===== config.mk =====
export PLATFORM = sky130hd
export DESIGN_NAME = motor_speed_regulator
export DESIGN_NICKNAME = d
export VERILOG_FILES = /design/src/hdl/msr_pkg.sv /design/src/hdl/msr_mul.sv /design/src/hdl/msr_regs.sv /design/src/hdl/motor_speed_regulator.sv
export SDC_FILE = /design/constraint.sdc
export NUM_CORES = 2
export LEC_CHECK = 0
export BUFFER_PORTS_ARGS = -buffer_cell sky130_fd_sc_hd__buf_2
export CORE_AREA = 8 8 323 325
export CTS_CLUSTER_DIAMETER = 30
export DETAILED_ROUTE_END_ITERATION = 10
export DIE_AREA = 0 0 331 333
export PLACE_DENSITY = 0.83
export SKIP_LAST_GASP = 1
export SYNTH_ARGS = -nofsm -noshare
export SYNTH_HDL_FRONTEND = slang
export SYNTH_SLANG_ARGS = --single-unit

===== constraint.sdc =====
create_clock -name i_clk -period 24.1 [get_ports i_clk]
set_input_delay 6.025 -clock i_clk [delete_from_list [all_inputs] [get_ports i_clk]]
set_output_delay 6.025 -clock i_clk [all_outputs]
set_load 0.01 [all_outputs]

===== src/hdl/msr_pkg.sv =====
`timescale 1ns / 1ps
`default_nettype none
package msr_pkg;

    // Default build values for the top level parameters
    localparam int HISTORY_DEPTH_DEF    = 4;
    localparam int DUTY_FULL_SCALE_DEF  = 255;
    localparam int STALL_HOLD_MS_DEF    = 500;
    localparam int STALL_TRIGGER_MS_DEF = 1000;
    localparam int DEFAULT_DELAY_MS_DEF = 20;
    localparam int START_SPEED_MIN_DEF  = 41;

    // Shared multiplier operand and product widths
    localparam int MUL_A_W = 34;
    localparam int MUL_B_W = 18;
    localparam int MUL_P_W = MUL_A_W + MUL_B_W;

    // Correction clamp, Q.13
    localparam int CORR_LIMIT = 16384;

    // APB address width: eight 32-bit registers
    localparam int ADDR_W = 5;

    typedef enum logic [2:0] {
        REG_S2D_GAIN   = 3'd0,
        REG_RISE_GAIN  = 3'd1,
        REG_FALL_GAIN  = 3'd2,
        REG_NZ_ACCEL   = 3'd3,
        REG_KICK       = 3'd4,
        REG_BRAKE      = 3'd5,
        REG_OVERSPEED  = 3'd6,
        REG_OVER_ACCEL = 3'd7
    } t_reg_idx;

    typedef struct packed {
        logic [15:0] s2d_gain;
        logic [15:0] rise_gain;
        logic [15:0] fall_gain;
        logic [15:0] nz_accel;
        logic [13:0] kick;
        logic [13:0] brake;
        logic [14:0] overspeed;
        logic [14:0] over_accel;
    } t_cfg;

    typedef enum logic [1:0] {
        MODE_FWD   = 2'd0,
        MODE_BWD   = 2'd1,
        MODE_BRAKE = 2'd2
    } t_mode;

    typedef enum logic [1:0] {
        CAUSE_NONE  = 2'd0,
        CAUSE_ZERO  = 2'd1,
        CAUSE_OVER  = 2'd2,
        CAUSE_STALL = 2'd3
    } t_cause;

    typedef enum logic [3:0] {
        S_IDLE,
        S_DECIDE,
        S_BASE,
        S_LIM,
        S_ACC,
        S_CORR,
        S_UPD,
        S_CHECK,
        S_DUTY,
        S_OUT
    } t_state;

endpackage
`default_nettype wire


===== src/hdl/msr_mul.sv =====
`timescale 1ns / 1ps
`default_nettype none
module msr_mul (
    input  wire logic                                 i_clk,
    input  wire logic signed [msr_pkg::MUL_A_W-1:0]   i_a,
    input  wire logic signed [msr_pkg::MUL_B_W-1:0]   i_b,
    output logic signed      [msr_pkg::MUL_P_W-1:0]   o_p
);
    import msr_pkg::*;

    logic signed [MUL_P_W-1:0] r_p;

    // Registered signed product
    always_ff @(posedge i_clk) begin
        r_p <= MUL_P_W'(i_a) * MUL_P_W'(i_b);
    end

    assign o_p = r_p;

endmodule
`default_nettype wire


===== src/hdl/msr_regs.sv =====
`timescale 1ns / 1ps
`default_nettype none
module msr_regs (
    input  wire logic                        i_clk,
    input  wire logic                        i_rst_n,
    input  wire logic                        psel,
    input  wire logic                        penable,
    input  wire logic                        pwrite,
    input  wire logic [msr_pkg::ADDR_W-1:0]  paddr,
    input  wire logic [31:0]                 pwdata,
    output logic      [31:0]                 prdata,
    output logic                             pready,
    output msr_pkg::t_cfg                    o_cfg
);
    import msr_pkg::*;

    t_cfg     r_cfg;
    t_reg_idx w_idx;

    assign w_idx  = t_reg_idx'(paddr[ADDR_W-1:2]);
    assign pready = 1'b1;

    // Register writes on the access cycle
    always_ff @(posedge i_clk) begin
        if (!i_rst_n) begin
            r_cfg.s2d_gain   <= 16'd4096;
            r_cfg.rise_gain  <= 16'd410;
            r_cfg.fall_gain  <= 16'd410;
            r_cfg.nz_accel   <= 16'd41;
            r_cfg.kick       <= 14'd1638;
            r_cfg.brake      <= 14'd1638;
            r_cfg.overspeed  <= 15'd819;
            r_cfg.over_accel <= 15'd410;
        end else if (psel && penable && pwrite) begin
            unique case (w_idx)
                REG_S2D_GAIN:   r_cfg.s2d_gain   <= pwdata[15:0];
                REG_RISE_GAIN:  r_cfg.rise_gain  <= pwdata[15:0];
                REG_FALL_GAIN:  r_cfg.fall_gain  <= pwdata[15:0];
                REG_NZ_ACCEL:   r_cfg.nz_accel   <= pwdata[15:0];
                REG_KICK:       r_cfg.kick       <= pwdata[13:0];
                REG_BRAKE:      r_cfg.brake      <= pwdata[13:0];
                REG_OVERSPEED:  r_cfg.overspeed  <= pwdata[14:0];
                REG_OVER_ACCEL: r_cfg.over_accel <= pwdata[14:0];
                default: ;
            endcase
        end
    end

    // Read mux
    always_comb begin
        unique case (w_idx)
            REG_S2D_GAIN:   prdata = {16'd0, r_cfg.s2d_gain};
            REG_RISE_GAIN:  prdata = {16'd0, r_cfg.rise_gain};
            REG_FALL_GAIN:  prdata = {16'd0, r_cfg.fall_gain};
            REG_NZ_ACCEL:   prdata = {16'd0, r_cfg.nz_accel};
            REG_KICK:       prdata = {18'd0, r_cfg.kick};
            REG_BRAKE:      prdata = {18'd0, r_cfg.brake};
            REG_OVERSPEED:  prdata = {17'd0, r_cfg.overspeed};
            REG_OVER_ACCEL: prdata = {17'd0, r_cfg.over_accel};
            default:        prdata = 32'd0;
        endcase
    end

    assign o_cfg = r_cfg;

endmodule
`default_nettype wire


===== src/hdl/motor_speed_regulator.sv =====
`timescale 1ns / 1ps
`default_nettype none
// A zero target goes straight to the output; a reused snapshot goes to the check and,
// unless braked or stalled, the duty step; a new snapshot first passes base, limit,
// accel, correction and update. No tick is taken until idle; the four products of
// an update and the duty scaling all go through one registered multiplier in turn.
// Reset (synchronous, active low) clears the history ring, the cursor and the
// output stage, and loads the register defaults.
module motor_speed_regulator #(
    parameter int HISTORY_DEPTH    = msr_pkg::HISTORY_DEPTH_DEF,
    parameter int DUTY_FULL_SCALE  = msr_pkg::DUTY_FULL_SCALE_DEF,
    parameter int STALL_HOLD_MS    = msr_pkg::STALL_HOLD_MS_DEF,
    parameter int STALL_TRIGGER_MS = msr_pkg::STALL_TRIGGER_MS_DEF,
    parameter int DEFAULT_DELAY_MS = msr_pkg::DEFAULT_DELAY_MS_DEF,
    parameter int START_SPEED_MIN  = msr_pkg::START_SPEED_MIN_DEF
) (
    input  wire logic                        i_clk,
    input  wire logic                        i_rst_n,
    // now_ms[31:0], target_speed[47:32], measured_speed[63:48], blind_time[79:64]
    input  wire logic [79:0]                 i_s_tdata,
    input  wire logic                        i_s_tvalid,
    output logic                             o_s_tready,
    // drive_mode[1:0], duty[9:2], brake_cause[11:10], zero pad [15:12]
    output logic [15:0]                      o_m_tdata,
    output logic                             o_m_tvalid,
    input  wire logic                        i_m_tready,
    input  wire logic                        psel,
    input  wire logic                        penable,
    input  wire logic                        pwrite,
    input  wire logic [msr_pkg::ADDR_W-1:0]  paddr,
    input  wire logic [31:0]                 pwdata,
    output logic      [31:0]                 prdata,
    output logic                             pready
);
    import msr_pkg::*;

    localparam int IDX_W = $clog2(HISTORY_DEPTH);

    t_cfg   w_cfg;
    t_state r_state, n_state;

    // Latched tick
    logic [31:0]        r_now;
    logic signed [15:0] r_tgt, r_spd;
    logic [15:0]        r_blind;

    // History ring
    logic [31:0]        r_snap_time   [HISTORY_DEPTH];
    logic signed [15:0] r_snap_speed  [HISTORY_DEPTH];
    logic signed [15:0] r_snap_target [HISTORY_DEPTH];
    logic signed [15:0] r_snap_base   [HISTORY_DEPTH];
    logic signed [15:0] r_snap_corr   [HISTORY_DEPTH];
    logic signed [15:0] r_snap_kick   [HISTORY_DEPTH];
    logic               r_snap_brake  [HISTORY_DEPTH];
    logic               r_snap_stall  [HISTORY_DEPTH];
    logic [IDX_W-1:0]   r_cursor;

    // Update working registers
    logic [31:0]        r_dt_eff;
    logic signed [16:0] r_dsp;
    logic signed [15:0] r_base;
    logic [47:0]        r_lim;
    logic signed [27:0] r_acc;

    // Result and output stage
    t_mode  r_res_mode;
    logic [7:0] r_res_duty;
    t_cause r_res_cause;
    logic   r_out_valid;
    t_mode  r_out_mode;
    logic [7:0] r_out_duty;
    t_cause r_out_cause;

    // Shared multiplier
    logic signed [MUL_A_W-1:0] w_mul_a;
    logic signed [MUL_B_W-1:0] w_mul_b;
    logic signed [MUL_P_W-1:0] w_mul_p;

    msr_regs u_regs (
        .i_clk   (i_clk),
        .i_rst_n (i_rst_n),
        .psel    (psel),
        .penable (penable),
        .pwrite  (pwrite),
        .paddr   (paddr),
        .pwdata  (pwdata),
        .prdata  (prdata),
        .pready  (pready),
        .o_cfg   (w_cfg)
    );

    msr_mul u_mul (
        .i_clk (i_clk),
        .i_a   (w_mul_a),
        .i_b   (w_mul_b),
        .o_p   (w_mul_p)
    );

    // Ring pointers: newest, previous, next (also oldest)
    logic [IDX_W-1:0] w_prev, w_next;
    assign w_next = (r_cursor == IDX_W'(HISTORY_DEPTH - 1)) ? '0 : r_cursor + 1'b1;
    assign w_prev = (r_cursor == '0) ? IDX_W'(HISTORY_DEPTH - 1) : r_cursor - 1'b1;

    // Tick-level decisions
    logic        w_accept, w_kneg, w_up, w_hold, w_skip;
    logic [31:0] w_dt;
    assign w_accept = i_s_tvalid && o_s_tready;
    assign w_kneg   = r_tgt[15];
    assign w_up     = w_kneg ? (r_spd >= r_tgt) : (r_spd <= r_tgt);
    assign w_dt     = r_now - r_snap_time[r_cursor];
    assign w_hold   = r_snap_stall[r_cursor] && (r_spd == 16'sd0)
                      && (w_dt < 32'(STALL_HOLD_MS));
    assign w_skip   = (r_snap_target[r_cursor] == r_tgt) && (r_snap_speed[r_cursor] == r_spd)
                      && ({16'd0, r_blind} > w_dt);

    // Stall detection over the ring
    logic        w_all_still;
    logic        w_stall;
    logic [31:0] w_span;
    always_comb begin
        w_all_still = 1'b1;
        for (int i = 0; i < HISTORY_DEPTH; i++) begin
            if (r_snap_stall[i] || (r_snap_speed[i] != 16'sd0)) w_all_still = 1'b0;
        end
    end
    assign w_span  = r_snap_time[r_cursor] - r_snap_time[w_next];
    assign w_stall = r_snap_stall[r_cursor]
                     || ((r_snap_target[r_cursor] != 16'sd0) && w_all_still
                         && (w_span >= 32'(STALL_TRIGGER_MS)));

    // Newest snapshot duty and its magnitude
    logic signed [17:0] w_pwm;
    logic [17:0]        w_pwm_abs;
    assign w_pwm = 18'(r_snap_base[r_cursor]) + 18'(r_snap_corr[r_cursor])
                   + 18'(r_snap_kick[r_cursor]);
    assign w_pwm_abs = w_pwm[17] ? 18'(-w_pwm) : w_pwm;

    // Snapshot update terms
    logic signed [20:0] w_base_full;
    logic signed [22:0] w_step;
    logic signed [28:0] w_sacc, w_kacc;
    logic               w_integ, w_brake_hit, w_kick_hit;
    logic signed [17:0] w_over;
    logic signed [23:0] w_corr_sum;
    logic signed [15:0] w_corr_new, w_kick_new;
    logic [16:0]        w_tmag;
    logic [20:0]        w_mag;
    logic [7:0]         w_duty;

    assign w_base_full = w_mul_p[31:11];
    assign w_step      = w_mul_p[33:11];
    assign w_kacc      = w_kneg ? -29'(r_acc) : 29'(r_acc);
    assign w_sacc      = w_up ? w_kacc : -w_kacc;
    assign w_integ     = 50'(w_sacc) < $signed({2'b00, r_lim});
    assign w_over      = w_kneg ? (18'(r_tgt) - 18'(r_spd)) : (18'(r_spd) - 18'(r_tgt));
    assign w_brake_hit = ((50'(w_kacc) > $signed({2'b00, r_lim}))
                          && (w_over > $signed({3'b000, w_cfg.over_accel})))
                         || (w_over > $signed({3'b000, w_cfg.overspeed}));
    assign w_tmag      = w_kneg ? 17'(-18'(r_tgt)) : 17'(r_tgt);
    assign w_kick_hit  = (r_snap_speed[w_prev] == 16'sd0) && (r_snap_speed[r_cursor] == 16'sd0)
                         && (r_spd == 16'sd0) && (w_tmag > 17'(START_SPEED_MIN));
    assign w_corr_sum  = 24'(r_snap_corr[r_cursor]) + (w_integ ? 24'(w_step) : 24'sd0);
    assign w_corr_new  = (w_corr_sum > 24'sd16384) ? 16'(CORR_LIMIT)
                       : (w_corr_sum < -24'sd16384) ? -16'(CORR_LIMIT)
                       : 16'(w_corr_sum);
    always_comb begin
        w_kick_new = 16'sd0;
        if (w_up) begin
            if (w_kick_hit) w_kick_new = w_kneg ? -16'({2'b00, w_cfg.kick}) : 16'({2'b00, w_cfg.kick});
        end else if (w_brake_hit) begin
            w_kick_new = w_kneg ? 16'({2'b00, w_cfg.brake}) : -16'({2'b00, w_cfg.brake});
        end
    end
    assign w_mag  = w_mul_p[33:13];
    assign w_duty = (w_mag > 21'(DUTY_FULL_SCALE)) ? 8'(DUTY_FULL_SCALE) : w_mag[7:0];

    // Multiplier operand select
    always_comb begin
        w_mul_a = '0;
        w_mul_b = '0;
        unique case (r_state)
            S_BASE: begin
                w_mul_a = MUL_A_W'(r_tgt);
                w_mul_b = MUL_B_W'({2'b00, w_cfg.s2d_gain});
            end
            S_LIM: begin
                w_mul_a = MUL_A_W'({2'b00, r_dt_eff});
                w_mul_b = MUL_B_W'({2'b00, w_cfg.nz_accel});
            end
            S_ACC: begin
                w_mul_a = MUL_A_W'(r_dsp);
                w_mul_b = MUL_B_W'(1000);
            end
            S_CORR: begin
                w_mul_a = MUL_A_W'(17'(r_tgt) - 17'(r_spd));
                w_mul_b = MUL_B_W'({2'b00, w_up ? w_cfg.rise_gain : w_cfg.fall_gain});
            end
            S_CHECK: begin
                w_mul_a = MUL_A_W'({1'b0, w_pwm_abs});
                w_mul_b = MUL_B_W'({2'b00, 16'(DUTY_FULL_SCALE)});
            end
            default: ;
        endcase
    end

    // Sequencer state register
    always_ff @(posedge i_clk) begin
        if (!i_rst_n) r_state <= S_IDLE;
        else          r_state <= n_state;
    end

    logic w_out_free;
    assign w_out_free = !r_out_valid || i_m_tready;

    // Next state
    always_comb begin
        n_state = r_state;
        unique case (r_state)
            S_IDLE:   if (w_accept) n_state = S_DECIDE;
            S_DECIDE: begin
                if (r_tgt == 16'sd0)       n_state = S_OUT;
                else if (w_hold || w_skip) n_state = S_CHECK;
                else                       n_state = S_BASE;
            end
            S_BASE:   n_state = S_LIM;
            S_LIM:    n_state = S_ACC;
            S_ACC:    n_state = S_CORR;
            S_CORR:   n_state = S_UPD;
            S_UPD:    n_state = S_CHECK;
            S_CHECK:  n_state = (r_snap_brake[r_cursor] || w_stall) ? S_OUT : S_DUTY;
            S_DUTY:   n_state = S_OUT;
            S_OUT:    if (w_out_free) n_state = S_IDLE;
            default:  n_state = S_IDLE;
        endcase
    end

    assign o_s_tready = (r_state == S_IDLE);

    // Tick latch and working registers
    always_ff @(posedge i_clk) begin
        if (w_accept) begin
            r_now   <= i_s_tdata[31:0];
            r_tgt   <= i_s_tdata[47:32];
            r_spd   <= i_s_tdata[63:48];
            r_blind <= i_s_tdata[79:64];
        end
        if (r_state == S_DECIDE) begin
            r_dt_eff <= (w_dt == 32'd0) ? 32'(DEFAULT_DELAY_MS) : w_dt;
            r_dsp    <= 17'(r_spd) - 17'(r_snap_speed[r_cursor]);
        end
        if (r_state == S_LIM) begin
            r_base <= (w_base_full > 21'sd32767) ? 16'sh7fff
                    : (w_base_full < -21'sd32768) ? 16'sh8000
                    : 16'(w_base_full);
        end
        if (r_state == S_ACC)  r_lim <= w_mul_p[47:0];
        if (r_state == S_CORR) r_acc <= w_mul_p[27:0];
    end

    // History ring
    always_ff @(posedge i_clk) begin
        if (!i_rst_n) begin
            r_cursor <= '0;
            for (int i = 0; i < HISTORY_DEPTH; i++) begin
                r_snap_time[i]   <= '0;
                r_snap_speed[i]  <= '0;
                r_snap_target[i] <= '0;
                r_snap_base[i]   <= '0;
                r_snap_corr[i]   <= '0;
                r_snap_kick[i]   <= '0;
                r_snap_brake[i]  <= 1'b0;
                r_snap_stall[i]  <= 1'b0;
            end
        end else begin
            if (r_state == S_DECIDE && r_tgt == 16'sd0) begin
                for (int i = 0; i < HISTORY_DEPTH; i++) begin
                    r_snap_time[i]   <= r_now;
                    r_snap_speed[i]  <= '0;
                    r_snap_target[i] <= '0;
                    r_snap_base[i]   <= '0;
                    r_snap_corr[i]   <= '0;
                    r_snap_kick[i]   <= '0;
                    r_snap_brake[i]  <= 1'b0;
                    r_snap_stall[i]  <= 1'b0;
                end
            end
            if (r_state == S_UPD) begin
                r_cursor                <= w_next;
                r_snap_time[w_next]     <= r_now;
                r_snap_speed[w_next]    <= r_spd;
                r_snap_target[w_next]   <= r_tgt;
                r_snap_base[w_next]     <= r_base;
                r_snap_corr[w_next]     <= w_corr_new;
                r_snap_kick[w_next]     <= w_kick_new;
                r_snap_brake[w_next]    <= !w_up && w_brake_hit;
                r_snap_stall[w_next]    <= 1'b0;
            end
            // A braked snapshot wins over the stall mark
            if (r_state == S_CHECK && !r_snap_brake[r_cursor] && w_stall) begin
                r_snap_stall[r_cursor] <= 1'b1;
            end
        end
    end

    // Result register
    always_ff @(posedge i_clk) begin
        priority if (r_state == S_DECIDE) begin
            r_res_mode  <= MODE_BRAKE;
            r_res_duty  <= 8'd0;
            r_res_cause <= CAUSE_ZERO;
        end else if (r_state == S_CHECK) begin
            r_res_mode  <= MODE_BRAKE;
            r_res_duty  <= 8'd0;
            r_res_cause <= r_snap_brake[r_cursor] ? CAUSE_OVER : CAUSE_STALL;
        end else if (r_state == S_DUTY) begin
            r_res_mode  <= (w_pwm[17] && (w_mag != 21'd0)) ? MODE_BWD : MODE_FWD;
            r_res_duty  <= w_duty;
            r_res_cause <= CAUSE_NONE;
        end else begin
        end
    end

    // Output stage
    always_ff @(posedge i_clk) begin
        if (!i_rst_n) begin
            r_out_valid <= 1'b0;
        end else if (r_state == S_OUT && w_out_free) begin
            r_out_valid <= 1'b1;
        end else if (i_m_tready) begin
            r_out_valid <= 1'b0;
        end
    end

    always_ff @(posedge i_clk) begin
        if (r_state == S_OUT && w_out_free) begin
            r_out_mode  <= r_res_mode;
            r_out_duty  <= r_res_duty;
            r_out_cause <= r_res_cause;
        end
    end

    assign o_m_tvalid = r_out_valid;
    assign o_m_tdata  = {4'd0, r_out_cause, r_out_duty, r_out_mode};

    // Checks
    a_cursor_range: assert property (@(posedge i_clk) disable iff (!i_rst_n)
        32'(r_cursor) < HISTORY_DEPTH)
        else $error("ring cursor out of range");

    a_busy_after_accept: assert property (@(posedge i_clk) disable iff (!i_rst_n)
        w_accept |=> (r_state == S_DECIDE))
        else $error("sequencer did not start on input transfer");

    a_brake_no_duty: assert property (@(posedge i_clk) disable iff (!i_rst_n)
        (r_out_valid && r_out_mode == MODE_BRAKE) |-> (r_out_duty == 8'd0 && r_out_cause != CAUSE_NONE))
        else $error("brake result with duty or without cause");

    a_drive_no_cause: assert property (@(posedge i_clk) disable iff (!i_rst_n)
        (r_out_valid && r_out_mode != MODE_BRAKE) |-> (r_out_cause == CAUSE_NONE))
        else $error("drive result carries a brake cause");

endmodule
`default_nettype wire

# Word level (Yosys, flattened, before mapping)
# Memory sizes are Yosys's and may differ from the RTL's. A register that Yosys moved wholly into a read port is not among the register bits.
# Cells that the tools add are included.
[word_totals]
ff_bits = 422
mem_bits_rw = 456
inputBits = 124
output_inout_bits = 51
memories = 8
[memory_table]
columns = ["name", "words", "word_bits", "read_ports", "rd_clocked_by_memory_dff", "wr", "line_no", "source"]
rows = [
  ["r_snap_time", 4, 32, 2, 1, 4, "motor_speed_regulator.sv:48", "logic [31:0] r_snap_time [HISTORY_DEPTH];"],
  ["r_snap_base", 4, 16, 1, 1, 4, "motor_speed_regulator.sv:51", "logic signed [15:0] r_snap_base [HISTORY_DEPTH];"],
  ["r_snap_corr", 4, 16, 1, 1, 4, "motor_speed_regulator.sv:52", "logic signed [15:0] r_snap_corr [HISTORY_DEPTH];"],
  ["r_snap_kick", 4, 16, 1, 1, 4, "motor_speed_regulator.sv:53", "logic signed [15:0] r_snap_kick [HISTORY_DEPTH];"],
  ["r_snap_speed", 4, 16, 6, 1, 4, "motor_speed_regulator.sv:49", "logic signed [15:0] r_snap_speed [HISTORY_DEPTH];"],
  ["r_snap_target", 4, 16, 1, 1, 4, "motor_speed_regulator.sv:50", "logic signed [15:0] r_snap_target [HISTORY_DEPTH];"],
  ["2 more memories", "-", "-", "-", "-", "-", "-", ""],
]
[op_classes]
addsub = 17
mul = 1
magnitude_cmp = 15
n_eq_ne = 21
mux = 123
n_bitwise = 32
reduce_logical = 66
[op_table]
columns = ["cell", "n"]
rows = [
  ["$mux 16", 34],
  ["$pmux 32 s8", 1],
  ["$pmux 34 s5", 1],
  ["$mux 32", 5],
  ["$pmux 16 s5", 1],
  ["$reduce_bool 16->1", 5],
  ["$reduce_or 16->1", 5],
  ["$sub 16x16->17", 4],
  ["$logic_not 16->1", 4],
  ["$sub 32x32->32", 2],
  ["$mux 2", 29],
  ["$mux 29", 2],
  ["$gt 29x49->1", 1],
  ["$lt 29x49->1", 1],
  ["$mul 34x17->48", 1],
  ["$mux 1", 40],
  ["$pmux 4 s10", 1],
  ["$gt 18x16->1", 2],
  ["$mux 18", 2],
  ["$eq 16x16->1", 2],
  ["$ge 32x10->1 const B", 1],
  ["$gt 16x32->1", 1],
  ["$logic_not 32->1", 1],
  ["$lt 32x9->1 const B", 1],
  ["46 further kinds", 128],
]

# Longest topological paths before layout
# An unclocked memory read counts as a cell.
[logic_depth]
ltp_word = 16
depth_mapped = 47
mapped_depth_nobuf = 42

# By module
# A second synthesis with hierarchy kept.
[unflattened]
hier_cells = 7182
hier_area_um2 = 73112.6
[by_module_without_submodules]
columns = ["module", "n_inst", "cells_per_inst", "area_per_inst_um2", "seq_area_each_um2"]
rows = [
  ["motor_speed_regulator", 1, 4042, 45382.3, 21050.2],
  ["msr_mul", 1, 2426, 21997.3, 1041.0],
  ["msr_regs", 1, 714, 5733.0, 2442.3],
]

# Worst setup path before layout
# No wires, ideal clock.
[synth_path]
path_kind = "in2out"
from = "input paddr[3] (netlist name)"
to = "output prdata[0]"
t_arrival_ns = 7.677
t_required_ns = 18.075
path_slack_ns = 10.398
cell_stages = 5
cell_sequence = "clkbuf_1 clkbuf_1 buf_1 mux4_2 mux2_2"
[synth_between]
elab_chain_cells = 2
[synth_lines]
columns = ["element", "line_no", "source"]
rows = [
  ["from (decl)", "motor_speed_regulator.sv:30", "input wire logic [msr_pkg::ADDR_W-1:0] paddr,"],
  ["$eq 3x3->1 (tied with other cells)", "msr_regs.sv:51", "unique case (w_idx)"],
  ["$pmux 32 s8 (*)", "msr_regs.sv:51", ""],
  ["to (decl)", "motor_speed_regulator.sv:32", "output logic [31:0] prdata,"],
]
# Mark *: on every way between the ends. The rest lies on a longest branch, timed or not. The select of a mux whose other input is x is not followed.

# Worst setup path after layout
[layout_path]
from = "input paddr[4] (netlist name)"
to = "output prdata[7]"
# Same word-level chain as after synthesis.

==> run summary <==
synthesis-stage register bit count: 880
GP Congestion: 0.995
RSZ-0062 raised after global routing: false
initial antenna violation count: 12
PD cells: 69.4 mW/mm^2
first-pass GRT wire length: 317,000 um
status: completed
synthesis-to-layout area growth: 11.8%
post-synthesis compound-gate area fraction: 10.8%
leakage power: 32.7 nW
ys async rst share: 0%
register area share after synthesis: 35.7%
Comb pwr share: 17.5%
TritonCTS buffer count: 172
Detailed Route WL: 207,000 um
total number of vias: 54,700
vias in the first global route: 56,100
min cycle time layout: 14.55 ns
Worst-Skew Late Latency: 0.80 ns
# resized after CTS: 0
setup slack after placement: 9.76 ns
final net count: 7,921
R2R setup slack: 9.79 ns
xor/xnor share of the synthesized area: 3.55%
Max clock buf depth: 3
CTS tree: built
worst reg2reg path depth: 39
clock skew: 0.0588 ns
final worst setup slack: 9.55 ns
Synth Area in Adders: 22.6%
Top FF cell, synth: edfxtp_1
synth warn: 0
Hold Vio Cnt, Final: 0
DRC: 0
Int Power: 3.72 mW
Placeable Area: 0.0993 sq mm
io pins: 175
Max Freq: 68.7 MHz
Slew @ Worst Pin: 1.39 ns
HPWL after DPL: 146,000 um
Unique masters post-synth: 103
post-synthesis area per instance: 10.1 sq um
final setup fails: 0
I/O Buffers: 135
Clk pwr share: 48.9%
Fin Hold WS: 0.399 ns
Setup crit end kind: primary output
critical-path maximum fanout: 44
largest family of logic cells by synthesized area: adder cells
die height: 333 um
via/cell ratio: 6.58
Root Buffer: clkbuf_16
largest net degree at the start of global routing: 95
die area: 0.110 sq mm
Net Sw Power: 1.60 mW
# H-tree levels: 4
DR iter-0 viols: 6,820
Post-CTS Setup Inserts: 0
VDD IR-drop max: 69.2 uV
register share of total power: 33.6%
Detailed Routing Iterations Pass 1: 7
CTS sink cnt: 880
EDFF count, synth: 683
most common cell after layout, fill and taps aside: inv_1
Post-Synthesis Cells: 6,792
Reg clk slew, reported paths: 0.05 ns
Fin Setup TNS: 0 ns
mapped cell area: 0.0686 sq mm
Final ANT Viol Nets: 0
overflow left after global routing: 0
critical path launch point type: primary input
layout cells sized above 1: 11.2%
worst rel slew slack: 7.08%
Max Slew Vio Count: 0
most frequent cells in the layout: 926 x inv_1, 753 x nand2_1, 683 x edfxtp_1
CP Data Required Time: 18.07 ns
Critical Path AT: 8.52 ns
HP Class: flip-flop to flip-flop
die width: 331 um
kind of critical path: primary input to primary output
initial core utilization: 69.1%
Synth Area in Simple Gates: 14.3%
# rows: 116
sw frac: 30.1%
WHS Path Cells: 0
cts hold-fix bufs: 0
average wire per standard cell: 24.9 um
total of max-cap violations: 0
Total Routing Usage GR: 37.4%
period utilisation layout: 60.4%
mux cell area share after synthesis: 5.98%
==> metrics by stage <==
step                      util [%]  cell area, sq um  power (mW)  instances
after floorplan                  -             68700        2.42       6811
after global placement        70.8             70300        2.67       7990
after detailed placement      70.8             70300        2.70       7990
after CTS                     77.2             76700        5.30       8316
after global routing          77.2             76700        5.47       8318
final                         77.2             76700        5.32       8322
==> area by class of cell <==
class                           instances  area [sq um]
Clock inverter                        141          1930
Clock buffer                          185          4440
Timing Repair Buffer                  214          1270
Multi-Input combinational cell       4664         39400
Inverter                              934          3510
Sequential cell                       880         24500
Fill cell                            6239         22600
Tap cell                             1298          1620
Antenna cell                            6          15.0
==> critical path, stage by stage <==
cell	delay [ns]
buf_2	0.72
or3_1	0.59
nor2_1	0.10
nor2_1	0.78
buf_2	0.29
==> sequential cells by signal, indices dropped and copies added, names as in the netlist, 32 cells and up, named ones only <==
| name | count |
|---|---|
| u_regs.o_cfg | 122 |
| r_now | 32 |
| r_snap_base | 64 |
| u_mul.o_p | 48 |
| r_snap_speed | 64 |
| r_lim | 48 |
| r_snap_target | 64 |
| r_dt_eff | 32 |
| r_snap_time | 128 |
| r_snap_corr | 64 |
| r_snap_kick | 64 |
==> synthesized netlist by cell type (all sizes together), types with 45 or more instances <==
library cell | count | area share (%)
nand3 | 95 | 0.70
ha | 417 | 7.6
o22ai | 68 | 0.62
xor2 | 94 | 1.2
fa | 514 | 15
xnor2 | 184 | 2.3
dfxtp | 197 | 5.7
nand2b | 45 | 0.41
clkbuf | 259 | 1.4
a21o | 145 | 1.6
edfxtp | 683 | 30
buf | 74 | 0.62
nor2 | 561 | 3.1
a21boi | 52 | 0.57
mux4 | 162 | 5.3
nor3 | 64 | 0.48
nor2b | 47 | 0.43
nand4 | 58 | 0.55
and2 | 272 | 2.5
inv | 928 | 5.1
o21ai | 161 | 1.2
nand2 | 761 | 4.2
a21oi | 356 | 2.6
nor4 | 59 | 0.56
==> cell families after synthesis <==
logic type,after synthesis
AND/OR/NAND/NOR,2098
buffers and inverters,1267
AO/OA/AOI/OAI,1130
adder cells (fa/ha/maj),931
flip-flops,880
XOR/XNOR,278
multiplexers,206
other,2
==> routing by layer <==
layer | vias up | track usage (%) | part of all wire [%]
li1 | 23300 | - | -
met4 | 12 | 23.9 | 7.5
met1 | 26400 | 46.3 | 35
met2 | 3949 | 58.4 | 45
met3 | 989 | 9.84 | 12
met5 | - | 0 | 0.037
==> final timing paths <==
check / startpoint / endpoint
max reg2reg: flip-flop / u_mul.o_p[46]
min reg2reg: u_mul.o_p[35] / r_lim[35]
max: paddr[4] / prdata[7]
min: u_mul.o_p[35] / r_lim[35]
==> power groups by stage <==
stage               logic, mW  clock network (mW)  registers [mW]
floorplan               0.638                   0            1.78
finish                  0.931                2.60            1.79
global route             1.00                2.68            1.79
CTS                     0.903                2.61            1.79
detailed placement      0.887                   0            1.81
global placement        0.863                   0            1.81
(Power assumes the default switching activity.)
